[src/rtl/wgm_pkg.sv]
// ----------------------------------------------------------------------------
// wgm_pkg - shared definitions for the wildcard glob matcher
// Commands, wildcard byte codes, pattern capacity and cell control word.
// ----------------------------------------------------------------------------
package wgm_pkg;

  localparam int MAX_PATTERN = 32;
  localparam int LEN_W       = $clog2(MAX_PATTERN + 1);

  localparam logic [7:0] CHAR_ANY_ONE = 8'h3F;  // '?'
  localparam logic [7:0] CHAR_ANY_RUN = 8'h2A;  // '*'

  typedef enum logic [1:0] {
    CMD_CLEAR  = 2'd0,
    CMD_APPEND = 2'd1,
    CMD_TEXT   = 2'd2,
    CMD_END    = 2'd3
  } cmd_t;

  // Broadcast to every cell of the chain.
  typedef struct packed {
    logic       clear;      // empty the pattern
    logic       restart;    // reseed the active set at position zero
    logic       step;       // consume text_char
    logic [7:0] text_char;
  } cell_ctl_t;

  // Result word: matched in bit 0, pattern_overflow in bit 1.
  typedef struct packed {
    logic pattern_overflow;
    logic matched;
  } result_t;

endpackage

[src/rtl/wgm_cell.sv]
// ----------------------------------------------------------------------------
// wgm_cell - one pattern position of the matcher chain
// Holds one pattern byte, its valid bit and the raw active bit of its
// position; closes over '*' and advances the active set toward its neighbor.
// ----------------------------------------------------------------------------
module wgm_cell (
  input  logic               clk,
  input  logic               rst,
  input  wgm_pkg::cell_ctl_t ctl,
  input  logic               seed,       // high only for position zero
  input  logic               wr_en,
  input  logic [7:0]         wr_char,
  input  logic               carry_in,   // star closure from the left
  input  logic               adv_in,     // byte match from the left
  output logic               carry_out,
  output logic               adv_out,
  output logic               closed      // position active after closure
);
  import wgm_pkg::*;

  logic [7:0] pat;
  logic       valid;
  logic       raw;
  logic       is_star;
  logic       hit;

  always_ff @(posedge clk) begin
    if (wr_en) begin
      pat <= wr_char;
    end
  end

  always_ff @(posedge clk) begin
    if (rst || ctl.clear) begin
      valid <= 1'b0;
    end else if (wr_en) begin
      valid <= 1'b1;
    end
  end

  always_ff @(posedge clk) begin
    if (rst || ctl.restart) begin
      raw <= seed;
    end else if (ctl.step) begin
      // a star keeps its own position, a match arrives from the left
      raw <= carry_out | adv_in;
    end
  end

  assign closed    = raw | carry_in;
  assign is_star   = valid & (pat == CHAR_ANY_RUN);
  assign hit       = (pat == CHAR_ANY_ONE) | (pat == ctl.text_char);
  assign carry_out = closed & is_star;
  assign adv_out   = closed & valid & ~is_star & hit;

endmodule

[src/rtl/wgm_out_queue.sv]
// ----------------------------------------------------------------------------
// wgm_out_queue - two-word result buffer
// Output register plus skid word, so the input side keeps running while a
// result waits at the output.
// ----------------------------------------------------------------------------
module wgm_out_queue (
  input  logic             clk,
  input  logic             rst,
  input  logic             push,
  input  wgm_pkg::result_t push_data,
  output logic             full,
  output logic             out_valid,
  input  logic             out_ready,
  output wgm_pkg::result_t out_data
);
  import wgm_pkg::*;

  logic    head_v;
  logic    skid_v;
  result_t head;
  result_t skid;
  logic    pop;

  assign pop = head_v & out_ready;

  always_ff @(posedge clk) begin
    if (rst) begin
      head_v <= 1'b0;
      skid_v <= 1'b0;
    end else begin
      if (pop) begin
        if (skid_v) begin
          head   <= skid;
          skid_v <= 1'b0;
          // push cannot occur while the skid word is held
        end else if (push) begin
          head <= push_data;
        end else begin
          head_v <= 1'b0;
        end
      end else if (push) begin
        if (head_v) begin
          skid   <= push_data;
          skid_v <= 1'b1;
        end else begin
          head   <= push_data;
          head_v <= 1'b1;
        end
      end
    end
  end

  assign full      = skid_v;
  assign out_valid = head_v;
  assign out_data  = head;

endmodule

[src/rtl/wildcard_glob_matcher_top.sv]
// ----------------------------------------------------------------------------
// wildcard_glob_matcher_top - streaming glob matcher ('?' and '*')
// A chain of pattern cells tracks every active pattern position at once and
// updates them all for each text byte.
//
//  channel  dir  handshake          payload
//  -------  ---  -----------------  ----------------------------------------
//  s_*      in   s_tvalid/s_tready  s_tuser[1:0] command, s_tdata[7:0] char
//  m_*      out  m_tvalid/m_tready  m_tdata[0] matched, [1] pattern_overflow
//
//  One word per cycle on the input while s_tready is high, every command; end
//  of text registers its result in the output register when that is free,
//  otherwise in the skid word behind the word still waiting there.
//  The set of active positions closes over '*' runs through the cell chain,
//  a combinational ripple from cell zero to the last cell.
//  Reset empties the pattern and clears the overflow flag; no clearing pass.
//  s_tready drops only while two results wait at a stalled output.
// ----------------------------------------------------------------------------
module wildcard_glob_matcher_top (
  input  logic       clk,
  input  logic       rst,
  input  logic       s_tvalid,
  output logic       s_tready,
  input  logic [7:0] s_tdata,   // [7:0] char_value
  input  logic [1:0] s_tuser,   // [1:0] command
  output logic       m_tvalid,
  input  logic       m_tready,
  output logic [7:0] m_tdata    // [0] matched, [1] pattern_overflow, [7:2] zero
);
  import wgm_pkg::*;

  logic             accept;
  cmd_t             cmd;
  cell_ctl_t        ctl;
  logic [LEN_W-1:0] len;
  logic             overflow;
  logic             raw_end;
  logic             q_full;
  logic             push;
  result_t          push_data;
  result_t          q_data;

  logic [MAX_PATTERN-1:0] carry;
  logic [MAX_PATTERN-1:0] adv;
  logic [MAX_PATTERN:0]   closed_all;

  assign accept = s_tvalid & s_tready;
  assign cmd    = cmd_t'(s_tuser);

  // Decode the command into the cell broadcast word.
  always_comb begin
    ctl           = '0;
    ctl.text_char = s_tdata;
    if (accept) begin
      unique case (cmd)
        CMD_CLEAR: begin
          ctl.clear   = 1'b1;
          ctl.restart = 1'b1;
        end
        CMD_APPEND: ctl.restart = 1'b1;
        CMD_TEXT:   ctl.step    = 1'b1;
        CMD_END:    ctl.restart = 1'b1;
        default:    ctl         = '0;
      endcase
    end
  end

  // Pattern length and overflow: append writes the cell at index len.
  always_ff @(posedge clk) begin
    if (rst || ctl.clear) begin
      len      <= '0;
      overflow <= 1'b0;
    end else if (accept && cmd == CMD_APPEND) begin
      if (len < LEN_W'(MAX_PATTERN)) begin
        len <= len + LEN_W'(1);
      end else begin
        overflow <= 1'b1;  // drop the byte, flag until next clear
      end
    end
  end

  // Cell chain: position i lives in cell i; position MAX_PATTERN is raw_end.
  for (genvar i = 0; i < MAX_PATTERN; i++) begin : g_cell
    logic wr_en;
    logic c_in;
    logic a_in;
    assign wr_en = accept && (cmd == CMD_APPEND) && (len == LEN_W'(i));
    if (i == 0) begin : g_head
      assign c_in = 1'b0;
      assign a_in = 1'b0;
    end else begin : g_body
      assign c_in = carry[i-1];
      assign a_in = adv[i-1];
    end
    wgm_cell u_cell (
      .clk       (clk),
      .rst       (rst),
      .ctl       (ctl),
      .seed      ((i == 0) ? 1'b1 : 1'b0),
      .wr_en     (wr_en),
      .wr_char   (s_tdata),
      .carry_in  (c_in),
      .adv_in    (a_in),
      .carry_out (carry[i]),
      .adv_out   (adv[i]),
      .closed    (closed_all[i])
    );
  end

  // Final position, reached only by a match in the last cell.
  always_ff @(posedge clk) begin
    if (rst || ctl.restart) begin
      raw_end <= 1'b0;
    end else if (ctl.step) begin
      raw_end <= adv[MAX_PATTERN-1];
    end
  end
  assign closed_all[MAX_PATTERN] = raw_end | carry[MAX_PATTERN-1];

  // End of text: report whether the position past the pattern is active.
  assign push                       = accept && (cmd == CMD_END);
  assign push_data.matched          = closed_all[len];
  assign push_data.pattern_overflow = overflow;

  wgm_out_queue u_out_queue (
    .clk       (clk),
    .rst       (rst),
    .push      (push),
    .push_data (push_data),
    .full      (q_full),
    .out_valid (m_tvalid),
    .out_ready (m_tready),
    .out_data  (q_data)
  );

  assign s_tready = ~q_full;
  assign m_tdata  = {6'b0, q_data.pattern_overflow, q_data.matched};

endmodule

[config.mk]
export PLATFORM = sky130hd
export DESIGN_NAME = wildcard_glob_matcher_top
export DESIGN_NICKNAME = d
export VERILOG_FILES = /design/src/rtl/wgm_pkg.sv /design/src/rtl/wgm_cell.sv /design/src/rtl/wgm_out_queue.sv /design/src/rtl/wildcard_glob_matcher_top.sv
export SDC_FILE = /design/constraint.sdc
export NUM_CORES = 1
export LEC_CHECK = 0
export ABC_AREA = 1
export BUFFER_PORTS_ARGS = -buffer_cell sky130_fd_sc_hd__buf_4
export CAP_MARGIN = 0
export CORE_MARGIN = 2
export CORE_UTILIZATION = 60
export CTS_BUF_LIST = sky130_fd_sc_hd__clkbuf_8 sky130_fd_sc_hd__clkbuf_16
export DETAILED_ROUTE_END_ITERATION = 16
export PLACE_DENSITY_LB_ADDON = 0.1
export SLEW_MARGIN = 10
export SYNTH_ARGS = -nofsm -noshare
export SYNTH_HDL_FRONTEND = slang
export SYNTH_SLANG_ARGS = --single-unit
export TNS_END_PERCENT = 50
[constraint.sdc]
create_clock -name clk -period 6.4 [get_ports clk]
set_input_delay 0.64 -clock clk [delete_from_list [all_inputs] [get_ports clk]]
set_output_delay 0.64 -clock clk [all_outputs]
set_load 0.01 [all_outputs]
==> results.md, run 1 <==
- Critical path's most frequent cell: nand2_4
- Kind of critical path: flop to flop
- P per Cell Area: roughly 260 nW/um^2
- Synth unique cells: between 40 and 50
- Worst Path Max Fanout: 3
- DR vias: around 12000
- FILL cells: 2092
- Peak VDD IR: between 200 and 250 uV
- EDFF count, synth: 260
- Post-route ant nets: 0
- Setup repair after global routing missed its margin: false
- Largest net degree at the start of global routing: 58
- DR pass1 iterations: 6
- Minimum clock period: ~5500 ps
- Area grow syn2layout: 9.96%
- R2R Setup Slk: 900 ps
- Port buffer count: 17
- Post-detail-place hpwl: 25800 microns
- Antenna Cells: 0
- Max Clock Skew: approximately 12 ps
- R2R cell count: 73
- Placeable Area: around 27000 sq um
- Top sig layer: met4
- Worst Max-Slew Pin Slew: roughly 820 ps
- Clk_lat worst skew: 520 ps
- RD Place Congestion: about 0.9
- Max Cap Violations: 0
- Num Clock Sinks: about 330
- Met3 WL post-DR: 2620 microns
- Post-Place Worst Slack: between 900 and 1000 ps
- GRT Util Overall: around 28%
- DRT iter0 DRCs: around 1000
- Nets@finish: around 1700
- Synthesized area per cell: 10.1 sq um
- Yosys warns: 0
- DR DRC count: 0
- Share of cells above drive strength 1: 14.7%
- Top FF cell, synth: edfxtp_1
- Clock Tree Buf Depth: 3
- Die Y: around 170 microns
- Async set-reset flop share out of synthesis: 0%
- H-tree lvl count: 2
- Final std cells w/o fill: 2014
- WL/cell: approximately 20 microns
- CTS tree: built
- Status: completed
- WL met1: between 15000 and 20000 microns
- Slowest Stage Delay on Critical Path: between 400 and 500 ps
- First-pass GRT wire length: ~63000 microns
- Crit-path slowest cell: edfxtp_1
- Slew Limit Fails: 0
- Yosys reg bits: around 330
- Met2 wire len: between 15000 and 20000 microns
- CP arrival: about 5900 ps
- Period utilization: a little under nine tenths
- Final hold viol count: 0
- Cell row count: 60
- Average via count per standard cell: slightly below 6
- Final core occ: approximately 67%
- Worst Hold Class: input pin to flop
- Hold Path End: u_out_queue.out_valid$_SDFFE_PP0P_
- Initial antenna violation count: 0
- Setup total negative slack: 0 ps
- Die width: 170 microns
- Post-CTS setup buffer count: 0
- Final worst-path setup slack: about 900 ps
- Initial Util: 61.1%
- Critical path launch point type: flop
- Post-synthesis cell area: roughly 17000 sq um
- CP required: between 6000 and 7000 ps
- Reg2reg start: g_cell[0].u_cell.pat[6]$_DFFE_PP_
- Num CTS Buffers: 38
- Seq/Total Area, Yosys: a little under three fifths
- Post-cts hold buffer count: 0
- Grt total ovfl: 0
- Fmax: around 180 MHz
- Vias in the first global route: roughly 12000
- Reg2reg end: u_out_queue.out_data[0]$_DFFE_PP_
- Die ar.: slightly below 30000 sq um
- Slew margin rel.: 44.7%
- Num ports: 24
- Final WL: around 40000 microns
- Hold Crit Start: rst
- Clock root buffer: clkbuf_16
- Crit. End Element: flop
- Syn Inst Count: ~1600
- Lkg Pwr: 6.90 nW
- Final setup violation count: 0
- Placed insts: 1945
- Worst Hold Depth: 2
- Reg clk slew, reported paths: about 60 ps
- Post-CTS sizing: 0
placed cells by master, fill, tap and decap left out, types with 2 or more instances in the layout:
cell type / count
edfxtp_1: 260
nand2_1: 258
inv_1: 162
nor2_1: 155
nand4_1: 118
xnor2_1: 118
or2_2: 84
dfxtp_1: 74
nand2_4: 60
nand3_1: 59
o21ai_0: 42
clkbuf_16: 41
buf_4: 34
a31oi_1: 30
o41ai_1: 24
nor4b_1: 23
nor4_1: 23
a21oi_1: 17
clkinv_1: 11
clkinv_2: 10
nor3_1: 7
xor2_1: 7
o211ai_1: 6
conb_1: 6
o221ai_1: 5
a221oi_1: 4
ha_1: 4
clkbuf_8: 4
o32ai_1: 3
o31ai_1: 3
nor2_2: 2
nand2_2: 2
o22ai_1: 2
a21oi_2: 2
cell usage after synthesis, drive strengths merged, types with 3 or more instances:
| library cell | n | area, sq um |
|---|---|---|
| nand3 | 59 | 295 |
| or2 | 84 | 526 |
| a221oi | 4 | 35.0 |
| clkinv | 5 | 18.8 |
| o41ai | 24 | 210 |
| nor4b | 23 | 201 |
| a31oi | 30 | 188 |
| nand4 | 119 | 751 |
| a21oi | 19 | 98.9 |
| dfxtp | 74 | 1480 |
| nor3 | 8 | 51.3 |
| buf | 22 | 113 |
| nor4 | 23 | 144 |
| xor2 | 7 | 61.3 |
| nor2 | 159 | 618 |
| inv | 156 | 586 |
| clkbuf | 42 | 168 |
| o211ai | 6 | 45.0 |
| xnor2 | 118 | 1030 |
| o21ai | 42 | 210 |
| ha | 4 | 50.1 |
| o32ai | 3 | 26.3 |
| o221ai | 5 | 43.8 |
| o31ai | 3 | 22.5 |
| nand2 | 320 | 1660 |
| edfxtp | 260 | 7810 |
routing by layer:
metal | global-route usage (%) | vias to the layer above
met4 | 7.73 | 0
met5 | 0 | -
li1 | - | 5679
met2 | 46.5 | 378
met1 | 39.9 | 5869
met3 | 4.02 | 66
where the power goes:
| part | leakage (nW) | switching, mW | internal (mW) | total [mW] |
|---|---|---|---|---|
| combinational | 3.34 | 0.187 | 0.0815 | 0.269 |
| clock | 0.629 | 0.829 | 1.24 | 2.07 |
| sequential | 2.94 | 0.00686 | 2.35 | 2.35 |
cell type report:
| type | count | area (sq um) | area share [%] |
|---|---|---|---|
| timing repair buffer | 34 | 255 | 1.40 |
| clock inverter | 24 | 133 | 0.730 |
| inverter | 161 | 604 | 3.33 |
| clock buffer | 45 | 1080 | 5.95 |
| sequential | 334 | 9290 | 51.1 |
| tap | 341 | 427 | 2.35 |
| multi-input combinational | 1075 | 6380 | 35.1 |
critical path, delay by kind of cell, from the launching register on:
kind                   cells  cell delay (ps)
DFF                        1              410
and+or+nand+nor           72             4870
buffers and inverters      1               70
how the worst max path moves through the flow:
stage,from,end,slack (ps),cells after the start
6_report,g_cell[0].u_cell.pat[6]$_DFFE_PP_,u_out_queue.out_data[0]$_DFFE_PP_,900,73
5_1_grt,g_cell[0].u_cell.pat[6]$_DFFE_PP_,u_out_queue.out_data[0]$_DFFE_PP_,420,73
4_1_cts,g_cell[0].u_cell.pat[6]$_DFFE_PP_,u_out_queue.out_data[0]$_DFFE_PP_,910,73
3_5_place_dp,g_cell[0].u_cell.pat[6]$_DFFE_PP_,u_out_queue.out_data[0]$_DFFE_PP_,970,73
3_3_place_gp,g_cell[0].u_cell.pat[6]$_DFFE_PP_,u_out_queue.out_data[0]$_DFFE_PP_,1260,73
2_1_floorplan,g_cell[0].u_cell.pat[4]$_DFFE_PP_,u_out_queue.out_data[0]$_DFFE_PP_,1660,73
through the flow:
step	cell area [sq um]	hold WS, ps	total power [mW]
finish	18200	328	4.69
global route	18200	336	4.82
CTS	18200	318	4.71
detailed placement	17000	426	2.66
global placement	17000	409	2.66
floorplan	16500	408	2.56
sequential cells by signal, indices dropped and copies added, names as in the netlist, 2 cells and up:
name,count
u_out_queue.out_data,2
len,6
g_cell.u_cell.pat,256
u_out_queue.skid,2
g_cell.u_cell.valid,32
g_cell.u_cell.raw,32
cell families (layout without fill, tap and decap cells):
family / count (synthesis) / count (layout) / synth area share, %
fa+ha+maj: 4 / 4 / 0.303
buf+inv: 225 / 264 / 5.35
other cells: 1 / 6 / 0.0227
flops: 334 / 334 / 56.2
xor+xnor: 125 / 125 / 6.63
compound gates: 144 / 144 / 5.72
simple gates: 796 / 796 / 25.8
(Power assumes the default switching activity.)
==> run 2, diff against run 1 <==
==> constraint.sdc (replaced) <==
create_clock -name clk -period 6.8 [get_ports clk]
set_input_delay 0.68 -clock clk [delete_from_list [all_inputs] [get_ports clk]]
set_output_delay 0.68 -clock clk [all_outputs]
set_load 0.01 [all_outputs]
==> run 2 against run 1 <==
  * Fmax down 0.29%
  * Sequential power fell by 6%
  * Critical path depth stayed put
  * Critical path type unchanged
  * Largest cell class unchanged
==> results.md, run 2 (same netlist as run 1, synthesis figures left out) <==
- Status: completed
- Slew Limit Fails: 0 (unchanged)
- Final WL: 39500 microns (-1.1%)
- Share of cells above drive strength 1: 13.9% (-0.79 points)
- Post-CTS sizing: 0 (unchanged)
- P per Cell Area: 240 nW/um^2 (-7.1%)
- Slowest Stage Delay on Critical Path: 420 ps (about the same)
- Num CTS Buffers: 36 (-5.3%)
- Critical path launch point type: flop
- Port buffer count: 17 (unchanged)
- Antenna Cells: 0 (unchanged)
- Slew margin rel.: 43.5% (-1.3 points)
- Setup repair after global routing missed its margin: false
- Crit. End Element: flop
- Most common cell after layout, fill and taps aside: edfxtp_1
- Clock Tree Buf Depth: 3 (unchanged)
- Grt total ovfl: 0 (unchanged)
- Worst Path Max Fanout: 3 (unchanged)
- Setup total negative slack: 0 ps (unchanged)
- Area grow syn2layout: 9.41%
- Average via count per standard cell: 5.91 (-0.76%)
- WL/cell: 19.7 microns (-0.85%)
- Hold Crit Start: rst
- Kind of critical path: flop to flop
- Die ar.: 28900 sq um (unchanged)
- Critical path's most frequent cell: nand2_4
- Worst Path Buf+Inv: 1 (unchanged)
- Period utilization: 81.1% (-4.8 points)
- Fmax: 181 MHz (-0.29%)
- CP arrival: 5900 ps (about the same)
- Placeable Area: 27000 sq um (unchanged)
- Num Clock Sinks: 334 (unchanged)
- Peak VDD IR: 218 uV (-8.6%)
- Num ports: 24 (unchanged)
- DR DRC count: 0 (unchanged)
- Clk_lat worst skew: 510 ps (about the same)
- Most frequent cells in the layout: edfxtp_1, nand2_1, inv_1
- Cell row count: 60 (unchanged)
- Nets@finish: 1659 (-0.18%)
- Max Clock Skew: 11.5 ps (-0.142 ps)
- Worst Hold Class: input pin to flop
- Worst Hold Depth: 2 (unchanged)
- Reg2reg start: g_cell[0].u_cell.pat[2]$_DFFE_PP_
- CP required: 7180 ps (+390 ps)
- Largest Register: g_cell.u_cell.pat
- Largest net degree at the start of global routing: 58 (unchanged)
- Initial Util: 61.1% (unchanged)
- Post-route ant nets: 0 (unchanged)
- CTS tree: built
- Reg2reg end: u_out_queue.out_data[0]$_DFFE_PP_
- Post-cts hold buffer count: 0 (unchanged)
- Post-detail-place hpwl: 25300 microns (-2.1%)
- Max Cap Violations: 0 (unchanged)
- R2R cell count: 73 (unchanged)
- Vias in the first global route: 11400 (-1.8%)
- Minimum clock period: 5520 ps (+16.1 ps)
- Post-CTS setup buffer count: 0 (unchanged)
- Die width: 170 microns (unchanged)
- Final setup violation count: 0 (unchanged)
- Max FFs per register: 256 (unchanged)
- Reg clk slew, reported paths: 60 ps (about the same)
- Die Y: 170 microns (unchanged)
- Initial antenna violation count: 0 (unchanged)
- Lkg Pwr: 6.88 nW (-0.42%)
- R2R Setup Slk: 1280 ps (+380 ps)
- Worst Max-Slew Pin Slew: 845 ps (+21.0 ps)
- RD Place Congestion: 0.902 (+0.32%)
- Hold Path End: u_out_queue.out_valid$_SDFFE_PP0P_
- DR vias: 11900 (-1.1%)
- DR pass1 iterations: 6 (unchanged)
- Final hold viol count: 0 (unchanged)
- Clock root buffer: clkbuf_16
- H-tree lvl count: 2 (unchanged)
- GRT Util Overall: 28.0% (-0.37 points)
- Crit-path slowest cell: edfxtp_1
- Tot Pwr: 4.33 mW (-7.5%)
- DRT iter0 DRCs: 1013 (+0.90%)
- Top Registers: g_cell.u_cell.pat (256), g_cell.u_cell.raw (32), g_cell.u_cell.valid (32)
- CP delay by family, top: simple AND/OR/NAND/NOR gates
- First-pass GRT wire length: 62100 microns (-1.5%)
-- run 2: cell count changes in the layout (fill, tap and decap cells not counted) --
cell       previous run  this run
clkbuf_8              4         2
clkinv_2             10         1
buf_4                34        33
clkinv_1             11        10
inv_1               162       171
bufinv_16             1         3
clkbuf_16            41        37
-- run 2: area by class of cell --
cell class / instances / area, sq um
Sequential cell: 334 / 9290
Fill cell: 2055 / 8950
Multi-Input combinational cell: 1075 / 6380
Clock buffer: 39 / 953
Inverter: 161 / 604
Tap cell: 341 / 427
Timing Repair Buffer: 33 / 248
Clock inverter: 25 / 178
-- run 2: where the power goes --
group          internal, mW  leakage [nW]  switching [mW]
Sequential             2.21          2.94         0.00652
Combinational        0.0763          3.33           0.175
Clock                  1.11         0.605           0.756
Total                  3.40          6.88           0.937
-- run 2: metrics by stage --
stage | area, sq um | worst slack, ps | hold WS (ps) | std cells | util, %
global route | 18100 | 797 | 375 | 2008 | 66.9
global placement | 16900 | 1670 | 410 | 1944 | 62.7
floorplan | 16500 | 2060 | 408 | 1634 | -
finish | 18100 | 1280 | 380 | 2008 | 66.9
detailed placement | 16900 | 1390 | 422 | 1944 | 62.7
CTS | 18100 | 1320 | 362 | 2008 | 66.9
-- run 2: how the worst max path moves through the flow --
stage,start,end,slack (ps),depth (start not counted)
2_1_floorplan,g_cell[0].u_cell.pat[4]$_DFFE_PP_,u_out_queue.out_data[0]$_DFFE_PP_,2060,73
3_3_place_gp,g_cell[0].u_cell.pat[6]$_DFFE_PP_,u_out_queue.out_data[0]$_DFFE_PP_,1670,73
3_5_place_dp,g_cell[0].u_cell.pat[6]$_DFFE_PP_,u_out_queue.out_data[0]$_DFFE_PP_,1390,73
4_1_cts,g_cell[0].u_cell.pat[6]$_DFFE_PP_,u_out_queue.out_data[0]$_DFFE_PP_,1320,73
5_1_grt,g_cell[0].u_cell.pat[6]$_DFFE_PP_,u_out_queue.out_data[0]$_DFFE_PP_,800,73
6_report,g_cell[0].u_cell.pat[2]$_DFFE_PP_,u_out_queue.out_data[0]$_DFFE_PP_,1280,73
-- run 2: layer usage --
metal	GRT usage, %	up-vias	share of wire, %
li1	-	5670	-
met1	40.0	5735	46
met2	44.0	382	45
met3	4.44	78	6.5
met4	9.40	0	3.0
met5	0	-	0
==> run 3, diff against run 2 <==
--- a/config.mk
+++ b/config.mk
@@ -9,7 +9,7 @@
 export BUFFER_PORTS_ARGS = -buffer_cell sky130_fd_sc_hd__buf_4
 export CAP_MARGIN = 0
 export CORE_MARGIN = 2
-export CORE_UTILIZATION = 60
+export CORE_UTILIZATION = 57
 export CTS_BUF_LIST = sky130_fd_sc_hd__clkbuf_8 sky130_fd_sc_hd__clkbuf_16
 export DETAILED_ROUTE_END_ITERATION = 16
 export PLACE_DENSITY_LB_ADDON = 0.1
==> constraint.sdc (replaced) <==
create_clock -name clk -period 4.9 [get_ports clk]
set_input_delay 0.49 -clock clk [delete_from_list [all_inputs] [get_ports clk]]
set_output_delay 0.49 -clock clk [all_outputs]
set_load 0.01 [all_outputs]
==> run 3 against run 2 <==
  * Non-clock buffer count grew 124
  * The flow now finishes with violations (negative setup slack)
  * Critical endpoint unchanged
  * Fmax grew 8.2%
  * Total power grew 43%
  * Critical path depth shrank 2
  * Core utilization grew 0.062 points
  * Flip-flop and latch count is the same
  * Highest routed layer unchanged
==> results.md, run 3 (same netlist as run 1, synthesis figures left out) <==
- H-tree lvl count: 2 (unchanged)
- Setup repair after global routing missed its margin: true
- Post-route ant nets: 0 (unchanged)
- Final worst-path setup slack: -197 ps (-1480 ps)
- Reg2reg start: g_cell[1].u_cell.pat[6]$_DFFE_PP_
- Area grow syn2layout: 16.0%
- CP arrival: 5490 ps (-410 ps)
- DR DRC count: 0 (unchanged)
- Nets@finish: 1784 (+7.5%)
- Slowest Stage Delay on Critical Path: 410 ps (about the same)
- Peak VDD IR: 302 uV (+39%)
- RD Place Congestion: 0.894 (-0.93%)
- P per Cell Area: 324 nW/um^2 (+35%)
- Met2 wire len: 18600 microns (+5.4%)
- Post-detail-place hpwl: 26500 microns (+4.6%)
- Share of cells above drive strength 1: 20.8% (+6.9 points)
- R2R cell count: 71 (-2.7%)
- First-pass GRT wire length: 64200 microns (+3.3%)
- DR vias: 12200 (+3.2%)
- Slew margin rel.: 31.5% (-12 points)
- DRT iter0 DRCs: 980 (-3.3%)
- Num CTS Buffers: 37 (+2.8%)
- Max Cap Violations: 0 (unchanged)
- Final WL: 40700 microns (+3.0%)
- Top Registers: g_cell.u_cell.pat (256), g_cell.u_cell.raw (32), g_cell.u_cell.valid (32)
- Placeable Area: 28600 sq um (+5.9%)
- Die Y: 174 microns (+2.5%)
- Clk_lat worst skew: 530 ps (+20 ps)
- Placed Area: 17700 sq um (+4.6%)
- Fmax: 196 MHz (+8.2%)
- Grt total ovfl: 0 (unchanged)
- Antenna Cells: 0 (unchanged)
- Met3 WL post-DR: 2400 microns (-6.5%)
- Worst Max-Slew Pin Slew: 1030 ps (+181 ps)
- WL/cell: 18.7 microns (-5.1%)
- DR pass1 iterations: 5 (-1)
- Largest Register: g_cell.u_cell.pat
- Largest net degree at the start of global routing: 57 (-1.7%)
- Worst Hold Depth: 2 (unchanged)
- Violated checks: negative setup slack
- Fin Hold WS: 177 ps (-203 ps)
- Initial Util: 57.7% (-3.4 points)
- Kind of critical path: flop to flop
- Num ports: 24 (unchanged)
- Crit. End Element: flop
- Design area: 19200 sq um (+6.0%)
- CTS tree: built
- Die ar.: 30400 sq um (+5.1%)
- GRT Util Overall: 27.1% (-0.84 points)
- Setup total negative slack: -329 ps (-329 ps)
- Hold Path End: u_out_queue.out_valid$_SDFFE_PP0P_
- Cell row count: 62 (+3.3%)
- Critical path's most frequent cell: nand2_4
- CP required: 5300 ps (-1880 ps)
- Port buffer count: 17 (unchanged)
- Post-Place Worst Slack: -167 ps (-1560 ps)
- Clock root buffer: clkbuf_16
- Average via count per standard cell: 5.62 (-4.9%)
- Vias in the first global route: 12000 (+5.0%)
- Final hold viol count: 0 (unchanged)
- Reg2reg end: u_out_queue.out_data[0]$_DFFE_PP_
- Status: finished with violations
- Num Clock Sinks: 334 (unchanged)
- Worst Path Max Fanout: 3 (unchanged)
- Minimum clock period: 5100 ps (-420 ps)
- Max FFs per register: 256 (unchanged)
- Crit-path slowest cell: edfxtp_1
- Initial antenna violation count: 0 (unchanged)
- Worst Hold Class: input pin to flop
- Most common cell after layout, fill and taps aside: edfxtp_1
- Clock Tree Buf Depth: 3 (unchanged)
- Max Clock Skew: 13.2 ps (+1.70 ps)
- Period utilization: 104% (+23 points)
- Post-cts hold buffer count: 0 (unchanged)
- Reg clk slew, reported paths: 60 ps (about the same)
- R2R Setup Slk: -200 ps (-1480 ps)
- Hold Crit Start: rst
- Tot Pwr: 6.22 mW (+43%)
- Critical path launch point type: flop
- Slew Limit Fails: 0 (unchanged)
- Most frequent cells in the layout: edfxtp_1, nand2_1, inv_1
- Final setup violation count: 3 (+3)
- WL met1: 18200 microns (+0.78%)
- Die width: 174 microns (+2.5%)
- Lkg Pwr: 7.50 nW (+9.1%)
- Top sig layer: met4
==> run 3: worst max path at each step <==
stage	startpoint	to	slack, ps
2_1_floorplan	g_cell[0].u_cell.pat[4]$_DFFE_PP_	u_out_queue.out_data[0]$_DFFE_PP_	160
3_5_place_dp	g_cell[0].u_cell.pat[6]$_DFFE_PP_	u_out_queue.out_data[0]$_DFFE_PP_	-170
6_report	g_cell[1].u_cell.pat[6]$_DFFE_PP_	u_out_queue.out_data[0]$_DFFE_PP_	-200
3_3_place_gp	g_cell[0].u_cell.pat[6]$_DFFE_PP_	u_out_queue.out_data[0]$_DFFE_PP_	-10
4_1_cts	g_cell[0].u_cell.pat[6]$_DFFE_PP_	u_out_queue.out_data[0]$_DFFE_PP_	-210
5_1_grt	g_cell[1].u_cell.pat[6]$_DFFE_PP_	u_out_queue.out_data[0]$_DFFE_PP_	-530
==> run 3: worst max-delay path: cells and delay by family, from the launching register on <==
family	cells	cell delay, ps
flops	1	410
simple gates	71	4490
==> run 3: per-layer routing <==
layer  GRT usage (%)  up-vias
met5               0        -
met3            3.83       97
met2            43.8      384
li1                -     5919
met1            37.4     5842
met4            10.6        0
==> run 3: metrics by stage <==
step / util, % / std cells
finish: 67.0 / 2179
global placement: 61.9 / 2084
CTS: 66.3 / 2155
global route: 67.0 / 2179
detailed placement: 61.9 / 2084
floorplan: - / 1634
==> run 3: repair_timing <==
item,CTS,global route
setup endpoints to repair,3,6
gates cloned,0,0
pin swaps,2,4
resized for setup,0,4
buffers inserted,3,24
==> run 3: cell type report <==
class / instances / area [sq um]
Multi-Input combinational cell: 1075 / 6390
Inverter: 161 / 604
Tap cell: 384 / 480
Timing Repair Buffer: 157 / 1180
Clock buffer: 40 / 990
Clock inverter: 28 / 234
Sequential cell: 334 / 9290
Fill cell: 2153 / 9460
==> run 3: power by group <==
| part | internal [mW] | leakage [nW] | switching, mW |
|---|---|---|---|
| clock | 1.67 | 0.632 | 1.10 |
| sequential | 3.06 | 2.94 | 0.00856 |
| combinational | 0.127 | 3.93 | 0.252 |
| total | 4.86 | 7.50 | 1.36 |
